<file path="config.mk">
export PLATFORM = sky130hd
export DESIGN_NAME = dual_char_lcd_stream_sender
export DESIGN_NICKNAME = d
export VERILOG_FILES = /design/src/rtl/dcl_pkg.sv /design/src/rtl/dual_char_lcd_stream_sender.sv
export SDC_FILE = /design/constraint.sdc
export NUM_CORES = 1
export LEC_CHECK = 0
export BUFFER_PORTS_ARGS = -buffer_cell sky130_fd_sc_hd__buf_2
export CORE_MARGIN = 10
export CORE_UTILIZATION = 50
export DETAILED_ROUTE_END_ITERATION = 8
export GPL_ROUTABILITY_DRIVEN = 0
export PLACE_DENSITY = 0.66
export SKIP_LAST_GASP = 1
export SYNTH_ARGS = -nofsm -noshare
export SYNTH_HDL_FRONTEND = slang
export SYNTH_SLANG_ARGS = --single-unit
</file>
<file path="constraint.sdc">
create_clock -name clk_i -period 3.41 [get_ports clk_i]
set_input_delay 0.682 -clock clk_i [delete_from_list [all_inputs] [get_ports clk_i]]
set_output_delay 0.682 -clock clk_i [all_outputs]
set_load 0.05 [all_outputs]
</file>
<file path="src/rtl/dcl_pkg.sv">
// Package of the dual character-LCD stream sender: sizes, codes, types, helpers.
`default_nettype none
package dcl_pkg;

  localparam int unsigned FIFO_DEPTH = 64;
  localparam int unsigned PTR_W      = $clog2(FIFO_DEPTH);
  localparam int unsigned WAIT_W     = 16;
  localparam int unsigned BYTE_W     = 8;
  localparam int unsigned NIB_W      = 4;

  localparam logic [WAIT_W-1:0] SHORT_WAIT_RST = WAIT_W'(38);
  localparam logic [WAIT_W-1:0] LONG_WAIT_RST  = WAIT_W'(1520);

  // Configuration register indexes
  localparam logic REG_SHORT_WAIT = 1'b0;
  localparam logic REG_LONG_WAIT  = 1'b1;

  // Request kinds carried in tuser
  localparam logic OP_ENQUEUE = 1'b0;
  localparam logic OP_TICK    = 1'b1;

  // tuser width of a result
  localparam int unsigned RES_USER_W = 3;

  typedef struct packed {
    logic [NIB_W-1:0] nibble;
    logic             reg_sel;
    logic             display;
    logic             dropped;
    logic             last;
  } result_t;

  function automatic logic [PTR_W-1:0] ptr_next(input logic [PTR_W-1:0] p);
    logic [PTR_W-1:0] n;
    if (p == PTR_W'(FIFO_DEPTH - 1)) begin
      n = '0;
    end else begin
      n = p + PTR_W'(1);
    end
    return n;
  endfunction

endpackage
`default_nettype wire

</file>
<file path="src/rtl/dual_char_lcd_stream_sender.sv">
// Top level of the dual character-LCD stream sender.
`default_nettype none
// Queues bytes for two 4-bit character displays and strobes them out as nibble
// pairs. A request with tuser 0 enqueues tdata into a ring FIFO that holds
// FIFO_DEPTH-1 bytes; a byte that meets a full FIFO is dropped and answered by
// one result with the dropped flag. A request with tuser 1 is one time tick:
// it counts the wait down, or, with the wait at zero and the FIFO not empty,
// pops one byte. Outside a command, a byte above 127 is a prefix whose bit 0
// picks the display and makes the next byte a command; any other byte leaves
// as high then low nibble (RS low for a command) and reloads the wait, long
// for commands 0 to 3, short otherwise. Rate: enqueues and ticks that pop
// nothing are taken back to back, one per cycle, while the output buffer
// has room. A popping tick reads the FIFO memory into a register, and its
// byte is decoded in the cycle after; the next request is taken once that
// decode is done. Results leave through a two-entry output buffer, which a
// sent byte fills with its two nibbles; a popping tick waits there only if
// earlier results have not been taken. Configuration writes apply at once.
module dual_char_lcd_stream_sender (
  input  logic                           clk_i,
  input  logic                           rst_ni,
  // request channel
  input  logic                           s_axis_tvalid,
  output logic                           s_axis_tready,
  input  logic [dcl_pkg::BYTE_W-1:0]     s_axis_tdata,   // [7:0] data_byte
  input  logic                           s_axis_tuser,   // [0] op
  // result channel
  output logic                           m_axis_tvalid,
  input  logic                           m_axis_tready,
  output logic [dcl_pkg::BYTE_W-1:0]     m_axis_tdata,   // [3:0] nibble, [7:4] zero
  output logic [dcl_pkg::RES_USER_W-1:0] m_axis_tuser,   // [0] reg_sel, [1] display,
                                                         // [2] dropped
  output logic                           m_axis_tlast,
  // configuration writes
  input  logic                           cfg_we_i,
  input  logic                           cfg_index_i,
  input  logic [dcl_pkg::WAIT_W-1:0]     cfg_wdata_i
);
  import dcl_pkg::*;

  // configuration
  logic [WAIT_W-1:0] short_wait_q, long_wait_q;

  // FIFO memory and pointers
  logic [BYTE_W-1:0] mem_q [FIFO_DEPTH];
  logic [BYTE_W-1:0] rd_data_q;
  logic [PTR_W-1:0]  wr_ptr_q, wr_ptr_d;
  logic [PTR_W-1:0]  rd_ptr_q, rd_ptr_d;

  // sequencing state
  logic              disp_sel_q, disp_sel_d;
  logic              cmd_pend_q, cmd_pend_d;
  logic [WAIT_W-1:0] wait_q, wait_d;
  logic              pop_q, pop_d;   // popped byte sits in rd_data_q

  // output buffer, entry 0 is the head
  result_t           ob_q [2];
  result_t           ob_d [2];
  logic [1:0]        ob_cnt_q, ob_cnt_d;

  logic    in_acc, out_acc;
  logic    fifo_full, fifo_empty;
  logic    mem_we, mem_re;
  logic    drop_push, send_push, room2;
  logic    rs;
  result_t drop_res, hi_res, lo_res;

  assign in_acc     = s_axis_tvalid && s_axis_tready;
  assign out_acc    = m_axis_tvalid && m_axis_tready;
  assign fifo_full  = (ptr_next(wr_ptr_q) == rd_ptr_q);
  assign fifo_empty = (rd_ptr_q == wr_ptr_q);

  // Hold requests while a popped byte awaits decode or the buffer is full.
  assign s_axis_tready = !pop_q && ((ob_cnt_q != 2'd2) || out_acc);

  // Buffer has room for both nibbles of a sent byte this cycle.
  assign room2 = (ob_cnt_q == 2'd0) || ((ob_cnt_q == 2'd1) && out_acc);

  assign mem_we    = in_acc && (s_axis_tuser == OP_ENQUEUE) && !fifo_full;
  assign drop_push = in_acc && (s_axis_tuser == OP_ENQUEUE) && fifo_full;
  assign mem_re    = in_acc && (s_axis_tuser == OP_TICK) && (wait_q == '0) && !fifo_empty;

  assign rs = !cmd_pend_q;

  always_comb begin
    drop_res = '{nibble: '0, reg_sel: 1'b0, display: 1'b0, dropped: 1'b1, last: 1'b1};
    hi_res   = '{nibble: rd_data_q[BYTE_W-1:NIB_W], reg_sel: rs, display: disp_sel_q,
                 dropped: 1'b0, last: 1'b0};
    lo_res   = '{nibble: rd_data_q[NIB_W-1:0], reg_sel: rs, display: disp_sel_q,
                 dropped: 1'b0, last: 1'b1};
  end

  // Pointer and wait updates, and decode of the popped byte: prefix, or send once the buffer has room.
  always_comb begin
    disp_sel_d = disp_sel_q;
    cmd_pend_d = cmd_pend_q;
    wait_d     = wait_q;
    pop_d      = pop_q;
    send_push  = 1'b0;
    wr_ptr_d   = wr_ptr_q;
    rd_ptr_d   = rd_ptr_q;
    if (mem_we) begin
      wr_ptr_d = ptr_next(wr_ptr_q);
    end
    if (in_acc && (s_axis_tuser == OP_TICK)) begin
      if (wait_q != '0) begin
        wait_d = wait_q - WAIT_W'(1);
      end else if (!fifo_empty) begin
        rd_ptr_d = ptr_next(rd_ptr_q);
        pop_d    = 1'b1;
      end
    end
    if (pop_q) begin
      if (!cmd_pend_q && rd_data_q[BYTE_W-1]) begin
        disp_sel_d = rd_data_q[0];
        cmd_pend_d = 1'b1;
        pop_d      = 1'b0;
      end else if (room2) begin
        send_push  = 1'b1;
        cmd_pend_d = 1'b0;
        pop_d      = 1'b0;
        // clear and home commands need the long delay
        if (cmd_pend_q && (rd_data_q[BYTE_W-1:2] == '0)) begin
          wait_d = long_wait_q;
        end else begin
          wait_d = short_wait_q;
        end
      end
    end
  end

  // Output buffer: drain the head, then append.
  always_comb begin
    ob_d     = ob_q;
    ob_cnt_d = ob_cnt_q;
    if (out_acc) begin
      ob_d[0]  = ob_q[1];
      ob_cnt_d = ob_cnt_q - 2'd1;
    end
    if (drop_push) begin
      ob_d[ob_cnt_d[0]] = drop_res;
      ob_cnt_d          = ob_cnt_d + 2'd1;
    end
    if (send_push) begin
      ob_d[0]  = hi_res;
      ob_d[1]  = lo_res;
      ob_cnt_d = 2'd2;
    end
  end

  assign m_axis_tvalid = (ob_cnt_q != 2'd0);
  assign m_axis_tdata  = {{(BYTE_W-NIB_W){1'b0}}, ob_q[0].nibble};
  assign m_axis_tuser  = {ob_q[0].dropped, ob_q[0].display, ob_q[0].reg_sel};
  assign m_axis_tlast  = ob_q[0].last;

  // FIFO memory: one write and one registered read per cycle.
  always_ff @(posedge clk_i) begin
    if (mem_we) begin
      mem_q[wr_ptr_q] <= s_axis_tdata;
    end
    if (mem_re) begin
      rd_data_q <= mem_q[rd_ptr_q];
    end
  end

  always_ff @(posedge clk_i) begin
    ob_q <= ob_d;
  end

  always_ff @(posedge clk_i or negedge rst_ni) begin
    if (!rst_ni) begin
      short_wait_q <= SHORT_WAIT_RST;
      long_wait_q  <= LONG_WAIT_RST;
      wr_ptr_q     <= '0;
      rd_ptr_q     <= '0;
      disp_sel_q   <= 1'b0;
      cmd_pend_q   <= 1'b0;
      wait_q       <= '0;
      pop_q        <= 1'b0;
      ob_cnt_q     <= 2'd0;
    end else begin
      if (cfg_we_i) begin
        unique case (cfg_index_i)
          REG_SHORT_WAIT: short_wait_q <= cfg_wdata_i;
          REG_LONG_WAIT:  long_wait_q  <= cfg_wdata_i;
          default:        ;
        endcase
      end
      wr_ptr_q   <= wr_ptr_d;
      rd_ptr_q   <= rd_ptr_d;
      disp_sel_q <= disp_sel_d;
      cmd_pend_q <= cmd_pend_d;
      wait_q     <= wait_d;
      pop_q      <= pop_d;
      ob_cnt_q   <= ob_cnt_d;
    end
  end

endmodule
`default_nettype wire

</file>
## Yosys cells after proc, flatten, opt, wreduce, memory -nomap -nowiden

Memories as Yosys holds them, arrays and structs flattened. A register that Yosys moved wholly into a read port is not among the register bits.
Index checks and enable logic that the tools add are counted.

| word-level totals | value |
|---|---|
| output and inout bits | 14 |
| memory bits (read-only) | 0 |
| RAM bits | 512 |
| input bits | 31 |
| latch bits | 0 |
| memories | 1 |
| register bits after elaboration | 81 |

Memory list:

| memory | words | width | read ports | clocked after memory_dff | write ports | line | RTL |
|---|---|---|---|---|---|---|---|
| mem_q | 64 | 8 | 1 | 1 | 1 | dual_char_lcd_stream_sender.sv:44 | `logic [BYTE_W-1:0] mem_q [FIFO_DEPTH];` |

| operators by class | value |
|---|---|
| $mul | 0 |
| bitwise logic cells | 8 |
| mux-type cells | 29 |
| shift-type cells | 0 |
| add/sub/neg operators | 5 |
| divide/modulo/power cells | 0 |
| magnitude comparators | 2 |
| reduce and logical (&&, ||, !) cells | 31 |
| equality and inequality tests | 6 |

Operators by type and width:

| operator | number |
|---|---|
| $mux 16 | 8 |
| $logic_not 16->1 | 1 |
| $mux 8 | 2 |
| $reduce_bool 16->1 | 1 |
| $sub 16x1->16 const B | 1 |
| $logic_and 1x1->1 | 13 |
| $mux 1 | 13 |
| $add 6x1->6 const B | 2 |
| $and 12x12->12 | 1 |
| $eq 6x6->1 | 2 |
| $eq 6x6->1 const B | 2 |
| $mux 6 | 2 |
| $not 12->12 | 1 |
| $demux 8 s1 | 1 |
| $reduce_and 2->1 | 4 |
| $logic_not 6->1 | 1 |
| $mux 2 | 3 |
| $reduce_bool 2->1 | 3 |
| $logic_not 1->1 | 4 |
| $not 1->1 | 4 |
| $or 4x4->4 | 1 |
| $reduce_and 3->1 | 1 |
| $add 2x1->2 const B | 1 |
| $eq 2x1->1 const B | 1 |
| other kinds (7) | 8 |

## Logic depth before layout (Yosys ltp)

| logic depth | value |
|---|---|
| depth after elaboration | 12 |
| gate-level depth with buffers | 10 |
| mapped depth without buffers | 8 |

## Least setup slack after synthesis

Ideal clock, no wire load.

| timing path | value |
|---|---|
| kind | reg2reg |
| from | register ob_cnt_q[0] |
| to | memory mem_q[47][0] (enable) |
| setup time | 0.383 ns |
| stages on the path, launching flop included | 10 |
| required time | 3.027 ns |
| arrival | 3.167 ns |
| slack | -0.141 ns |
| path through | dfrtp_1 > inv_1 > ha_1 > nand2b_1 > buf_2 > a21oi_1 > nor3b_1 > nand2_1 > buf_2 > nor3_1 |

| between the ends | value |
|---|---|
| word-level cells in the longest chain between the ends | 9 |

Ends and longest elaborated chain:

| element | line | RTL |
|---|---|---|
| from (decl) | dual_char_lcd_stream_sender.sv:58 | `logic [1:0] ob_cnt_q, ob_cnt_d;` |
| from (signal assigned) | dual_char_lcd_stream_sender.sv:194 | `ob_cnt_q <= ob_cnt_d;` |
| $reduce_bool 2->1 | dual_char_lcd_stream_sender.sv:150 | `assign m_axis_tvalid = (ob_cnt_q != 2'd0);` |
| $logic_and 1x1->1 | dual_char_lcd_stream_sender.sv:68 | `assign out_acc = m_axis_tvalid && m_axis_tready;` |
| $logic_or 1x1->1 * | dual_char_lcd_stream_sender.sv:73 | `assign s_axis_tready = !pop_q && ((ob_cnt_q != 2'd2) \|\| out_acc);` |
| $logic_and 1x1->1 * | dual_char_lcd_stream_sender.sv:73 |  |
| named net s_axis_tready | dual_char_lcd_stream_sender.sv:23 | `output logic s_axis_tready,` |
| $logic_and 1x1->1 * | dual_char_lcd_stream_sender.sv:67 | `assign in_acc = s_axis_tvalid && s_axis_tready;` |
| $logic_and 1x1->1 * (2 in a row) | dual_char_lcd_stream_sender.sv:78 | `assign mem_we = in_acc && (s_axis_tuser == OP_ENQUEUE) && !fifo_full;` |
| $mux 1 * | dual_char_lcd_stream_sender.sv:157 | `if (mem_we) begin` |
| $mux 1 (not written as such) * | dual_char_lcd_stream_sender.sv:158 | `mem_q[wr_ptr_q] <= s_axis_tdata;` |
| to (decl) | dual_char_lcd_stream_sender.sv:44 |  |

Mark *: on every way through the listed nets, which the timed path passes. The rest lies on a longest branch.

## Final worst setup path

| timing path | value |
|---|---|
| from | register wr_ptr_q[1] |
| to | memory mem_q[15][1] (enable) |

| between the ends | value |
|---|---|
| word-level cells in the longest chain between the ends | 7 |

Ends and longest elaborated chain:

| element | line | RTL |
|---|---|---|
| from (decl) | dual_char_lcd_stream_sender.sv:46 | `logic [PTR_W-1:0] wr_ptr_q, wr_ptr_d;` |
| from (signal assigned) | dual_char_lcd_stream_sender.sv:188 | `wr_ptr_q <= wr_ptr_d;` |
| $add 6x1->6 or $eq 6x6->1 (tied branches) | dcl_pkg.sv:38, dcl_pkg.sv:35 |  |
| $mux 6 | dcl_pkg.sv:35 | `if (p == PTR_W'(FIFO_DEPTH - 1)) begin` |
| $eq 6x6->1 | dual_char_lcd_stream_sender.sv:69 | `assign fifo_full = (ptr_next(wr_ptr_q) == rd_ptr_q);` |
| $logic_not 1->1 | dual_char_lcd_stream_sender.sv:78 |  |
| $logic_and 1x1->1 | dual_char_lcd_stream_sender.sv:78 |  |
| $mux 1 | dual_char_lcd_stream_sender.sv:157 |  |
| $mux 1 (not written as such) | dual_char_lcd_stream_sender.sv:158 |  |

Parallel ways exist; a longest one is shown, timed or not.

==> impl_metrics.py <==
metrics = {
    "status": {
        "status": "finished, final reports clean",
    },
    "timing": {
        "worst_pin_slew_ns": 1.19,
        "finalCritPeriodShare_pct": 95.9,
        "rsz0062_at_grt": "no",
        "setup_viol_count_final": 0,
        "finalHoldViolations": 0,
        "fin_crit_ns": 3.27,
        "setup_ws_ns": 0.140,
        "max-slew-margin-rel_pct": 20.1,
        "skew_ns": 0.0291,
        "fmax_mhz": 306,
        "fin_setup_tns_ns": 0,
        "slew_viol_final": 0,
    },
    "layout": {
        "seqCellArea_um2": 17600,
        "nFillCells": 3628,
        "final_nets": 1486,
        "final_common_cell": "edfxtp_1",
        "final_area_um2": 28000,
        "n_antenna_cell": 0,
        "drive_gt1_share_pct": 28.2,
        "area_delta_synth_final_pct": 13.8,
        "layout_common_cells": "526 x edfxtp_1, 119 x mux4_2, 88 x nor2_1",
        "multi_input_area_um2": 6470,
    },
    "placement": {
        "post-dp-hpwl_um": 35400,
        "io_buffer_count": 40,
        "place_area_um2": 25900,
        "dp_worst_setup_slack_ns": 0.133,
    },
    "power_and_ir_drop": {
        "p_sw_share_pct": 26.1,
        "p_int_mw": 13.6,
        "sequentialPowerShare_pct": 46.9,
        "clockPowerShare_pct": 36.5,
        "pwr-share-comb_pct": 16.6,
        "power_density_nw_per_um2": 659,
        "leakage_nw": 9.09,
        "vdd_drop_max_mv": 0.523,
        "netSwitchingPower_mw": 4.82,
    },
    "synth": {
        "synth_async_sr_flop_share_pct": 10.8,
        "syn_area_per_cell_um2": 18.2,
        "ys_ff_latch": 601,
        "syn_area_um2": 24600,
        "ys_warn_count": 0,
        "syn_inst": 1350,
        "yosysUniqueCellTypes": 66,
        "ys_seq_area_share_pct": 71.7,
        "synth_edf_count": 526,
        "synth-main-ff-cell": "edfxtp_1",
    },
    "worst_setup_path": {
        "crit_path_max_fanout": 8,
        "reg2reg_depth": 8,
        "regToRegSetupSlack_ns": 0.14,
        "path_class": "reg2reg",
        "required_ns": 3.66,
        "r2r_end": "mem_q[15][1]",
        "rr_startpoint": "wr_ptr_q[1]",
        "cp-endpoint": "mem_q[15][1]",
        "arrival_ns": 3.52,
        "setup.worst_path.start": "wr_ptr_q[1]",
        "start_kind": "flop",
        "end_kind": "flop",
    },
    "cts": {
        "clock_latency_ns": 0.63,
        "clock-root-buffer": "clkbuf_16",
        "clk_pin_slew_ns": 0.06,
        "cts_tree": "yes",
        "cts_resized": 0,
        "h-tree-depth": 2,
        "hold_buffers": 0,
        "cts_buffers": 60,
        "post_cts_buffers": 0,
        "clock_sinks": 601,
        "clk_path_buf_depth": 3,
    },
    "die": {
        "initial_core_util_pct": 50.4,
        "io_pins": 45,
        "die-area_um2": 58400,
        "core.rowCount": 81,
        "coreArea_um2": 48700,
        "die_w_um": 242,
        "die_h_um": 242,
    },
    "global_routing": {
        "grt_pass1_vias": 13200,
        "grt_max_degree": 79,
        "track_usage_pct": 18.9,
        "grt_pass1_wl_um": 84200,
        "antenna_found_initial": 0,
        "grt.overflow.total": 0,
    },
    "hold_path": {
        "hp-class": "in2async",
    },
    "drt": {
        "drcViolationCount": 0,
        "dr.pass1.iters": 5,
        "drtAntennaViolNets": 0,
        "wirelength_um": 55100,
        "drt_iter0_markers": 1264,
        "via_count": 12800,
        "wire_per_inst_um": 25.5,
        "vias_per_cell": 5.91,
    },
    "run": {
        "maxCapViolCount": 0,
    },
}
-- per-stage QoR --
step                      utilization (%)  hold WS, ns  power, mW  std cells
after floorplan                         -        0.386       10.9       1353
after global placement               53.2        0.431       11.8       2050
after detailed placement             53.2        0.443       11.9       2050
after CTS                            57.4        0.204       18.6       2161
after global routing                 57.4        0.257       19.2       2161
final                                57.4        0.205       18.4       2161
-- registers in the layout, summed over array words and instances, names as in the netlist, 2 cells and up --
| signal | cells |
|---|---|
| mem_q | 512 |
| long_wait_q | 16 |
| short_wait_q | 16 |
| wait_q | 16 |
| ob_q | 8 |
| rd_data_q | 8 |
| rd_ptr_q | 6 |
| wr_ptr_q | 6 |
| m_axis_tdata | 4 |
| m_axis_tuser | 3 |
| ob_cnt_q | 2 |
-- Yosys cell counts, types with 5 or more instances --
master     number  share of area [%]
o31ai_1        13               0.40
nand3_1        15               0.31
nor2_1         88                1.3
buf_2          32               0.65
a211o_1         5               0.18
dfrtp_1        56                5.7
a31oi_1         8               0.20
mux2_2         57                2.6
a22oi_1         6               0.18
dfstp_2         9               0.96
mux2i_1        65                2.6
o22ai_1         8               0.20
xnor2_1        15               0.53
nor3_1         14               0.28
mux4_2        119                 11
o221ai_1        7               0.25
nor2b_1        16               0.41
o211ai_1        9               0.27
a22o_1          5               0.18
edfxtp_1      526                 64
inv_1          14               0.21
a211oi_1       13               0.40
xor2_1          9               0.32
dfxtp_1        10               0.81
or3_1           8               0.20
nor4_1          5               0.13
nand2_1        42               0.64
o21ai_0        16               0.33
buf_4          17               0.52
buf_1           7               0.11
a21oi_1        23               0.47
and2_1          5               0.13
a2111oi_0       5               0.18
ha_1            7               0.36
clkbuf_1       33               0.50
-- power by group through the flow --
stage / Combinational, mW / Sequential [mW] / Clock, mW
CTS: 3.08 / 8.64 / 6.86
global placement: 3.03 / 8.78 / 0
global route: 3.31 / 8.69 / 7.18
finish: 3.07 / 8.64 / 6.73
floorplan: 2.17 / 8.70 / 0
detailed placement: 3.07 / 8.79 / 0
-- critical path, cell delays in order, from the launching register on --
cell	delay, ns
dfrtp_1	0.43
ha_1	0.23
and2_1	0.19
a211o_1	0.30
a31oi_1	0.25
or4_1	0.25
nand2_1	0.14
buf_12	0.18
nor3_1	0.94
-- how the worst min path moves through the flow --
| stage | from | to | slack [ns] | cells past startpoint |
|---|---|---|---|---|
| 2_1_floorplan | rst_ni | cmd_pend_q | 0.39 | 0 |
| 3_3_place_gp | ob_q[0] | ob_q[0] | 0.43 | 1 |
| 3_5_place_dp | ob_q[0] | ob_q[0] | 0.44 | 1 |
| 4_1_cts | rst_ni | cmd_pend_q | 0.20 | 1 |
| 5_1_grt | rst_ni | wait_q[13] | 0.26 | 1 |
| 6_report | rst_ni | cmd_pend_q | 0.21 | 1 |
-- final cells by class --
cell class | count | share of cell area (%)
multi-input cells | 647 | 23.1
clock buffers | 68 | 5.47
inverters | 14 | 0.188
flip-flops and latches | 601 | 63.1
repair buffers | 124 | 3.42
clock inverters | 43 | 1.76
well taps | 664 | 2.97
-- routing by layer --
| metal | share of wire (%) | GRT usage [%] |
|---|---|---|
| met3 | 7.4 | 4.08 |
| met4 | 2.1 | 5.20 |
| met2 | 49 | 30.5 |
| met1 | 41 | 25.5 |
| met5 | 0 | 0 |
-- cells by family after synthesis --
family                   synth area share, %
flip-flops                              71.7
AND/OR/NAND/NOR                         4.87
other                                 0.0153
adder cells (fa/ha/maj)                0.356
XOR/XNOR                               0.855
AO/OA/AOI/OAI                           3.95
buffers and inverters                   2.09
multiplexers                            16.2
No activity file was read; power rests on OpenSTA's default activity.
